<file path="src/hw/rtl/utfd_pkg.sv">
`timescale 1ns / 1ps
`default_nettype none
package utfd_pkg;

   localparam int unsigned OffsetWidth = 5;
   localparam int unsigned SecsWidth = 32;
   localparam int unsigned DaysWidth = 16;
   localparam int unsigned SodWidth = 17;
   localparam int unsigned WordWidth = 16;

   localparam logic [16:0] SecsPerDay = 17'd86400;
   localparam logic [11:0] SecsPerHour = 12'd3600;
   localparam logic [25:0] DayRecip = 26'd50903316;
   localparam logic [15:0] HourRecip = 16'd37283;
   localparam logic [14:0] MinuteRecip = 15'd17477;
   localparam logic [17:0] CycleRecip = 18'd183735;
   localparam logic [11:0] YearRecip = 12'd2873;
   localparam logic [9:0] MonthRecip = 10'd857;
   localparam logic [10:0] CycleDays = 11'd1461;
   localparam logic [8:0] YearDays = 9'd365;
   localparam logic [15:0] MarchEpochShift = 16'd671;
   localparam logic [15:0] Leap2100Day = 16'd47541;
   localparam logic [11:0] MarchEpochYear = 12'd1968;
   localparam logic [11:0] FatMinYear = 12'd1980;
   localparam logic [11:0] FatMaxYear = 12'd2107;

   typedef struct packed {
      logic [DaysWidth-1:0] days;
      logic [SodWidth-1:0]  sod;
   } split_type;

   function automatic logic [8:0] month_start(input logic [3:0] mp);
      logic [8:0] start;
      unique case (mp)
         4'd0:    start = 9'd0;
         4'd1:    start = 9'd31;
         4'd2:    start = 9'd61;
         4'd3:    start = 9'd92;
         4'd4:    start = 9'd122;
         4'd5:    start = 9'd153;
         4'd6:    start = 9'd184;
         4'd7:    start = 9'd214;
         4'd8:    start = 9'd245;
         4'd9:    start = 9'd275;
         4'd10:   start = 9'd306;
         4'd11:   start = 9'd337;
         default: start = 9'd0;
      endcase
      return start;
   endfunction

endpackage
`default_nettype wire

</file>
<file path="src/hw/rtl/utfd_split.sv">
`timescale 1ns / 1ps
`default_nettype none
module utfd_split (
   input  wire logic                           clock,
   input  wire logic                           reset,
   input  wire logic                           advance,
   input  wire logic                           in_valid,
   input  wire logic [utfd_pkg::SecsWidth-1:0] in_seconds,
   input  wire logic [utfd_pkg::OffsetWidth-1:0] offset_hours,
   output logic                                out_valid,
   output utfd_pkg::split_type                 out_split
);
   import utfd_pkg::*;

   logic signed [17:0] off_secs;
   logic [31:0] local_in;
   logic [50:0] qprod;
   logic [32:0] dprod;
   logic [31:0] rem_full;

   logic        s1_valid_ff, s2_valid_ff, s3_valid_ff, s4_valid_ff;
   logic [31:0] s1_local_ff, s2_local_ff;
   logic [15:0] s2_q_ff, s3_q_ff;
   logic [17:0] s3_r_ff;
   split_type   s4_split_ff, s4_split_in;

   assign off_secs = 18'($signed(offset_hours) * $signed({1'b0, SecsPerHour}));
   assign local_in = in_seconds + {{14{off_secs[17]}}, off_secs};
   assign qprod = 51'(s1_local_ff[31:7]) * 51'(DayRecip);
   assign dprod = 33'(s2_q_ff) * 33'(SecsPerDay);
   assign rem_full = s2_local_ff - dprod[31:0];

   always_comb begin
      if (s3_r_ff >= 18'(SecsPerDay)) begin
         s4_split_in.days = s3_q_ff + 16'd1;
         s4_split_in.sod = 17'(s3_r_ff - 18'(SecsPerDay));
      end else begin
         s4_split_in.days = s3_q_ff;
         s4_split_in.sod = s3_r_ff[16:0];
      end
   end

   always_ff @(posedge clock) begin
      if (reset) begin
         s1_valid_ff <= 1'b0;
         s2_valid_ff <= 1'b0;
         s3_valid_ff <= 1'b0;
         s4_valid_ff <= 1'b0;
      end else if (advance) begin
         s1_valid_ff <= in_valid;
         s2_valid_ff <= s1_valid_ff;
         s3_valid_ff <= s2_valid_ff;
         s4_valid_ff <= s3_valid_ff;
      end
      if (advance) begin
         s1_local_ff <= local_in;
         s2_local_ff <= s1_local_ff;
         s2_q_ff <= qprod[50:35];
         s3_q_ff <= s2_q_ff;
         s3_r_ff <= rem_full[17:0];
         s4_split_ff <= s4_split_in;
      end
   end

   assign out_valid = s4_valid_ff;
   assign out_split = s4_split_ff;
endmodule
`default_nettype wire

</file>
<file path="src/hw/rtl/utfd_calendar.sv">
`timescale 1ns / 1ps
`default_nettype none
module utfd_calendar (
   input  wire logic                            clock,
   input  wire logic                            reset,
   input  wire logic                            advance,
   input  wire logic                            in_valid,
   input  wire utfd_pkg::split_type             in_split,
   output logic                                 out_valid,
   output logic [utfd_pkg::WordWidth-1:0]       out_date,
   output logic [utfd_pkg::WordWidth-1:0]       out_time
);
   import utfd_pkg::*;

   logic        s5_valid_ff, s6_valid_ff, s7_valid_ff, s8_valid_ff, s9_valid_ff, s10_valid_ff;

   logic [15:0] z_in;
   logic [32:0] hprod;
   logic [33:0] cprod;
   logic [4:0]  s5_hour_ff;
   logic [16:0] s5_sod_ff;
   logic [15:0] s5_z_ff;
   logic [5:0]  s5_cyc_ff;

   logic [16:0] hsecs;
   logic [15:0] csum;
   logic [16:0] msec_full;
   logic [15:0] rem_full;
   logic [4:0]  s6_hour_ff;
   logic [11:0] s6_msec_ff;
   logic [10:0] s6_rem_ff;
   logic [5:0]  s6_cyc_ff;

   logic [26:0] mprod;
   logic [22:0] yprod;
   logic [4:0]  s7_hour_ff;
   logic [11:0] s7_msec_ff;
   logic [5:0]  s7_minute_ff;
   logic [10:0] s7_rem_ff;
   logic [2:0]  s7_yic_ff;
   logic [5:0]  s7_cyc_ff;

   logic [1:0]  yic;
   logic [11:0] msub;
   logic [10:0] ysub;
   logic [10:0] doy_full;
   logic [4:0]  s8_hour_ff, s9_hour_ff;
   logic [5:0]  s8_minute_ff, s9_minute_ff;
   logic [5:0]  s8_second_ff, s9_second_ff;
   logic [8:0]  s8_doy_ff, s9_doy_ff;
   logic [11:0] s8_yearm_ff, s9_yearm_ff;

   logic [10:0] tval;
   logic [20:0] tprod;
   logic [3:0]  s9_mp_ff;

   logic [8:0]  day_full;
   logic [3:0]  month;
   logic [11:0] year;
   logic [3:0]  month_c;
   logic [4:0]  day_c;
   logic [11:0] year_c;
   logic [11:0] year_rel;
   logic [15:0] date_ff, time_ff;

   assign z_in = in_split.days + MarchEpochShift + 16'(in_split.days >= Leap2100Day);
   assign hprod = 33'(in_split.sod) * 33'(HourRecip);
   assign cprod = 34'(z_in) * 34'(CycleRecip);

   assign hsecs = 17'(s5_hour_ff) * 17'(SecsPerHour);
   assign csum = 16'(s5_cyc_ff) * 16'(CycleDays);
   assign msec_full = s5_sod_ff - hsecs;
   assign rem_full = s5_z_ff - csum;

   assign mprod = 27'(s6_msec_ff) * 27'(MinuteRecip);
   assign yprod = 23'(s6_rem_ff) * 23'(YearRecip);

   assign yic = (s7_yic_ff > 3'd3) ? 2'd3 : s7_yic_ff[1:0];
   assign msub = 12'(s7_minute_ff) * 12'd60;
   assign ysub = 11'(yic) * 11'(YearDays);
   assign doy_full = s7_rem_ff - ysub;

   assign tval = 11'(s8_doy_ff) * 11'd5 + 11'd2;
   assign tprod = 21'(tval) * 21'(MonthRecip);

   always_comb begin
      day_full = s9_doy_ff - month_start(s9_mp_ff) + 9'd1;
      if (s9_mp_ff >= 4'd10) begin
         month = s9_mp_ff - 4'd9;
         year = s9_yearm_ff + 12'd1;
      end else begin
         month = s9_mp_ff + 4'd3;
         year = s9_yearm_ff;
      end
      priority if (year < FatMinYear) begin
         year_c = FatMinYear;
         month_c = 4'd1;
         day_c = 5'd1;
      end else if (year > FatMaxYear) begin
         year_c = FatMaxYear;
         month_c = month;
         day_c = day_full[4:0];
      end else begin
         year_c = year;
         month_c = month;
         day_c = day_full[4:0];
      end
      year_rel = year_c - FatMinYear;
   end

   always_ff @(posedge clock) begin
      if (reset) begin
         s5_valid_ff <= 1'b0;
         s6_valid_ff <= 1'b0;
         s7_valid_ff <= 1'b0;
         s8_valid_ff <= 1'b0;
         s9_valid_ff <= 1'b0;
         s10_valid_ff <= 1'b0;
      end else if (advance) begin
         s5_valid_ff <= in_valid;
         s6_valid_ff <= s5_valid_ff;
         s7_valid_ff <= s6_valid_ff;
         s8_valid_ff <= s7_valid_ff;
         s9_valid_ff <= s8_valid_ff;
         s10_valid_ff <= s9_valid_ff;
      end
      if (advance) begin
         s5_hour_ff <= hprod[31:27];
         s5_sod_ff <= in_split.sod;
         s5_z_ff <= z_in;
         s5_cyc_ff <= cprod[33:28];

         s6_hour_ff <= s5_hour_ff;
         s6_msec_ff <= msec_full[11:0];
         s6_rem_ff <= rem_full[10:0];
         s6_cyc_ff <= s5_cyc_ff;

         s7_hour_ff <= s6_hour_ff;
         s7_msec_ff <= s6_msec_ff;
         s7_minute_ff <= mprod[25:20];
         s7_rem_ff <= s6_rem_ff;
         s7_yic_ff <= yprod[22:20];
         s7_cyc_ff <= s6_cyc_ff;

         s8_hour_ff <= s7_hour_ff;
         s8_minute_ff <= s7_minute_ff;
         s8_second_ff <= 6'(s7_msec_ff - msub);
         s8_doy_ff <= doy_full[8:0];
         s8_yearm_ff <= MarchEpochYear + {4'd0, s7_cyc_ff, 2'd0} + 12'(yic);

         s9_hour_ff <= s8_hour_ff;
         s9_minute_ff <= s8_minute_ff;
         s9_second_ff <= s8_second_ff;
         s9_doy_ff <= s8_doy_ff;
         s9_yearm_ff <= s8_yearm_ff;
         s9_mp_ff <= tprod[20:17];

         date_ff <= {year_rel[6:0], month_c, day_c};
         time_ff <= {s9_hour_ff, s9_minute_ff, s9_second_ff[5:1]};
      end
   end

   assign out_valid = s10_valid_ff;
   assign out_date = date_ff;
   assign out_time = time_ff;
endmodule
`default_nettype wire

</file>
<file path="src/hw/rtl/unix_time_to_fat_datetime.sv">
`timescale 1ns / 1ps
`default_nettype none
// Converts a Unix timestamp, shifted by the local offset in whole hours, into
// FAT date and time words; one item enters every cycle unless the pipeline is
// stalled, and passes through the ten register stages of the divide-by-constant
// and calendar pipeline. rsp_stall freezes the whole pipeline while rsp_valid is high.
module unix_time_to_fat_datetime (
   input  wire logic                             clock,
   input  wire logic                             reset,
   input  wire logic                             csr_write_enable,
   input  wire logic [utfd_pkg::OffsetWidth-1:0] csr_write_data,
   input  wire logic                             req_valid,
   output logic                                  req_stall,
   input  wire logic [utfd_pkg::SecsWidth-1:0]   req_unix_seconds,
   output logic                                  rsp_valid,
   input  wire logic                             rsp_stall,
   output logic [utfd_pkg::WordWidth-1:0]        rsp_fat_date_word,
   output logic [utfd_pkg::WordWidth-1:0]        rsp_fat_time_word
);
   import utfd_pkg::*;

   logic [OffsetWidth-1:0] offset_ff;
   logic                   advance;
   logic                   split_valid;
   split_type              split;

   assign advance = !(rsp_valid && rsp_stall);
   assign req_stall = !advance;

   always_ff @(posedge clock) begin
      if (reset) begin
         offset_ff <= '0;
      end else if (csr_write_enable) begin
         offset_ff <= csr_write_data;
      end
   end

   utfd_split u_split (
      .clock        (clock),
      .reset        (reset),
      .advance      (advance),
      .in_valid     (req_valid),
      .in_seconds   (req_unix_seconds),
      .offset_hours (offset_ff),
      .out_valid    (split_valid),
      .out_split    (split)
   );

   utfd_calendar u_calendar (
      .clock     (clock),
      .reset     (reset),
      .advance   (advance),
      .in_valid  (split_valid),
      .in_split  (split),
      .out_valid (rsp_valid),
      .out_date  (rsp_fat_date_word),
      .out_time  (rsp_fat_time_word)
   );
endmodule
`default_nettype wire

</file>
<file path="config.mk">
export PLATFORM = sky130hd
export DESIGN_NAME = unix_time_to_fat_datetime
export DESIGN_NICKNAME = d
export VERILOG_FILES = /design/src/hw/rtl/utfd_pkg.sv /design/src/hw/rtl/utfd_split.sv /design/src/hw/rtl/utfd_calendar.sv /design/src/hw/rtl/unix_time_to_fat_datetime.sv
export SDC_FILE = /design/constraint.sdc
export NUM_CORES = 2
export LEC_CHECK = 0
export ABC_CLOCK_PERIOD_IN_PS = 29000
export BUFFER_PORTS_ARGS = -buffer_cell sky130_fd_sc_hd__buf_2
export CAP_MARGIN = 20
export CORE_UTILIZATION = 31
export CTS_CLUSTER_DIAMETER = 150
export DETAILED_ROUTE_END_ITERATION = 10
export HOLD_SLACK_MARGIN = 0.12
export SYNTH_ARGS = -nofsm -noshare
export SYNTH_HDL_FRONTEND = slang
export SYNTH_SLANG_ARGS = --single-unit
</file>
<file path="constraint.sdc">
create_clock -name clock -period 29 [get_ports clock]
set_clock_uncertainty 0.2 [all_clocks]
set_input_delay 8.7 -clock clock [delete_from_list [all_inputs] [get_ports clock]]
set_output_delay 8.7 -clock clock [all_outputs]
set_load 0.05 [all_outputs]
</file>
==> flow_summary.yaml <==
hold_path:
  min_path_type: "reg -> reg"
cts:
  postCtsHoldBufs: 0
  cts_setup_buffers: 0
  clk_latency_ns: 0.58
  cts_max_level: 2
  ctsResizeCount: 0
  clk_transition_reported_paths_ns: 0.06
  cts_buffers: 42
  cts_tree: "built"
  cts.path.max_buffers: 3
  cts_sinks: 359
  cts_root_buf: "clkbuf_16"
timing:
  fin_crit_sh: 0.647
  setup_tns_ns: 0
  fmax_mhz: 53.3
  slew_headroom: 0.275
  post-route-min-period_ns: 18.76
  setup_violations: 0
  rsz0062_at_grt: "false"
  hold_violations: 0
  maxSlewViolCount: 0
  worstMarginPinSlew_ns: 1.09
placed_design:
  gp_congestion: 0.835
  dpl.hpwl_mm: 62.3
  io_buffers: 75
floorplan:
  ios: 76
  row_count: 132
  die_x_um: 363
  start_util: 0.312
  fp.dieArea_sq_mm: 0.132
  die_h_um: 363
  coreArea_sq_mm: 0.129
setup_path:
  crit_fanout: 41
  cp_slowest_stage_delay_ns: 0.41
  path_cells: "buf_2 -> nand2_4 -> inv_1 -> buf_2"
  cp_common_cell: "buf_2"
  slowest_stage: "inv_1"
  cp_data_arrival_time_ns: 9.86
  start_kind: "input pin"
  required_ns: 20.10
  crit_type: "in -> out"
  setup.worst_path.end_class: "primary output"
  crit_family: "buffers and inverters"
  critPathBufInv: 3
drt:
  wire_per_inst_um: 14.1
  drcViolationCount: 0
  first_iter_violations: 711
  drt_pass1_iterations: 5
  avgViaCountPerCell: 4.46
  routed-via-count: 23944
  wirelength_mm: 75.9
  ant_nets: 0
global_route:
  grt_pass1_vias: 25237
  antenna_found_initial: 0
  grt_start_max_net_pins: 86
  grt_pass1_wl_mm: 127
  grt_overflow_total: 0
  grt_usage: 0.120
synthesis:
  yosysUniqueCellTypes: 76
  syn-num-nets: 4909
  synth_area_sq_mm: 0.0404
  ys_seq_area_frac: 0.262
  synth-edff-count: 339
  ys.flop_type: "edfxtp_1"
  syn_area_per_cell_sq_um: 11.6
  ys_ff_latch: 359
  synthCells: 3476
  yosysWarnings: 0
  async_reset_ff_frac: 0
run:
  max_cap_violations: 0
final_layout:
  final_cell_mix: "ha_1 (952), inv_1 (782), fa_1 (439)"
  final_common_cell: "ha_1"
  final_nets: 5030
  synthToLayoutAreaGrowth_pct: 9.80
  drive_above_1_share: 0.0488
run_status:
  status: "complete, no violations"
-- cells in the mapped netlist, types with 3 or more instances --
cell type | count | area share
edfxtp_1 | 339 | 0.25
mux2i_1 | 9 | 0.0022
a21oi_1 | 108 | 0.013
a311oi_1 | 3 | 0.00065
nand3_1 | 36 | 0.0045
and4_1 | 7 | 0.0015
xor2_1 | 65 | 0.014
inv_1 | 782 | 0.073
o21bai_1 | 18 | 0.0033
a2111oi_0 | 3 | 0.00065
xnor2_1 | 136 | 0.030
fa_1 | 439 | 0.22
a211oi_1 | 17 | 0.0032
nand3b_1 | 3 | 0.00056
o31ai_1 | 5 | 0.00093
o211ai_1 | 10 | 0.0019
nor2_1 | 80 | 0.0074
nor2b_1 | 21 | 0.0033
nor4_1 | 5 | 0.00077
o2111ai_1 | 3 | 0.00065
o311ai_0 | 3 | 0.00065
a21oi_2 | 3 | 0.00065
dfxtp_1 | 20 | 0.0099
or3_1 | 8 | 0.0012
ha_1 | 952 | 0.30
o21ai_1 | 8 | 0.00099
nand2b_1 | 19 | 0.0029
o211a_1 | 3 | 0.00074
o22ai_1 | 3 | 0.00047
nand2_1 | 87 | 0.0081
a21boi_0 | 6 | 0.0011
o21ai_0 | 60 | 0.0074
nand4_1 | 14 | 0.0022
nor3b_1 | 6 | 0.0011
o21a_1 | 22 | 0.0041
and2_1 | 9 | 0.0014
a221oi_1 | 5 | 0.0011
a21o_1 | 58 | 0.011
clkbuf_1 | 4 | 0.00037
a31oi_1 | 13 | 0.0020
nor3_1 | 27 | 0.0033
or2_2 | 7 | 0.0011
and3_1 | 8 | 0.0012
-- routing by layer --
metal	global-route usage	up-vias	wire length, um
met1	0.152	11696	34400
met5	0	-	0
met2	0.211	244	37300
li1	-	11903	-
met3	0.0169	101	2320
met4	0.0326	0	1830
-- layout make-up --
class | instances | area [sq um]
fillers | 12819 | 85000
multi-input cells | 2328 | 26800
flip-flops and latches | 359 | 10600
inverters | 782 | 2940
well taps | 1742 | 2180
clock buffers | 46 | 1090
repair buffers | 84 | 443
clock inverters | 28 | 268
diodes | 1 | 2.50
-- worst paths after layout --
| path | startpoint | depth (start not counted) | slack [ns] | to |
|---|---|---|---|---|
| hold / removal | u_split.s2_q_ff[15]$_DFFE_PN_ | 0 | 0.20 | u_split.s3_q_ff[15]$_DFFE_PN_ |
| setup / recovery | rsp_stall | 4 | 10.24 | req_stall |
| hold reg to reg | u_split.s2_q_ff[15]$_DFFE_PN_ | 0 | 0.20 | u_split.s3_q_ff[15]$_DFFE_PN_ |
| setup reg to reg | u_split.out_split[18]$_DFFE_PN_ | 34 | 19.22 | u_calendar.s5_cyc_ff[5]$_DFFE_PN_ |
-- flip-flops by register name, summed over array words and instances, names as in the netlist, 6 cells and up, named ones only --
register,count
u_calendar.out_date,16
u_calendar.out_time,16
u_calendar.s5_cyc_ff,6
u_calendar.s5_sod_ff,12
u_calendar.s5_z_ff,11
u_calendar.s6_cyc_ff,6
u_calendar.s6_msec_ff,12
u_calendar.s6_rem_ff,11
u_calendar.s7_cyc_ff,6
u_calendar.s7_minute_ff,6
u_calendar.s7_rem_ff,9
u_calendar.s8_doy_ff,9
u_calendar.s8_minute_ff,6
u_calendar.s8_yearm_ff,11
u_calendar.s9_minute_ff,6
u_calendar.s9_yearm_ff,11
u_split.out_split,33
u_split.s1_local_ff,32
u_split.s2_local_ff,18
u_split.s2_q_ff,16
u_split.s3_q_ff,16
u_split.s3_r_ff,18
-- through the flow --
step                area, sq um  instances  hold WS (ns)   util  setup slack (ns)
floorplan                 40400       3476         0.200      -              9.69
global placement          43000       5295         0.201  0.332             10.25
detailed placement        43000       5295         0.205  0.332             10.22
CTS                       44300       5369         0.200  0.343             10.21
global route              44300       5369         0.212  0.343             10.14
finish                    44300       5370         0.203  0.343             10.24
-- cells by family after synthesis --
kind of cell,Yosys count,share of synthesized area
xor+xnor,202,0.0440
flops,359,0.262
fa+ha+maj,1391,0.513
simple gates,346,0.0427
mux,10,0.00251
compound gates,379,0.0624
buf+inv,789,0.0735
Power is not shown: default switching activity piles up to over one toggle a cycle in this logic, so the estimate is an artifact.
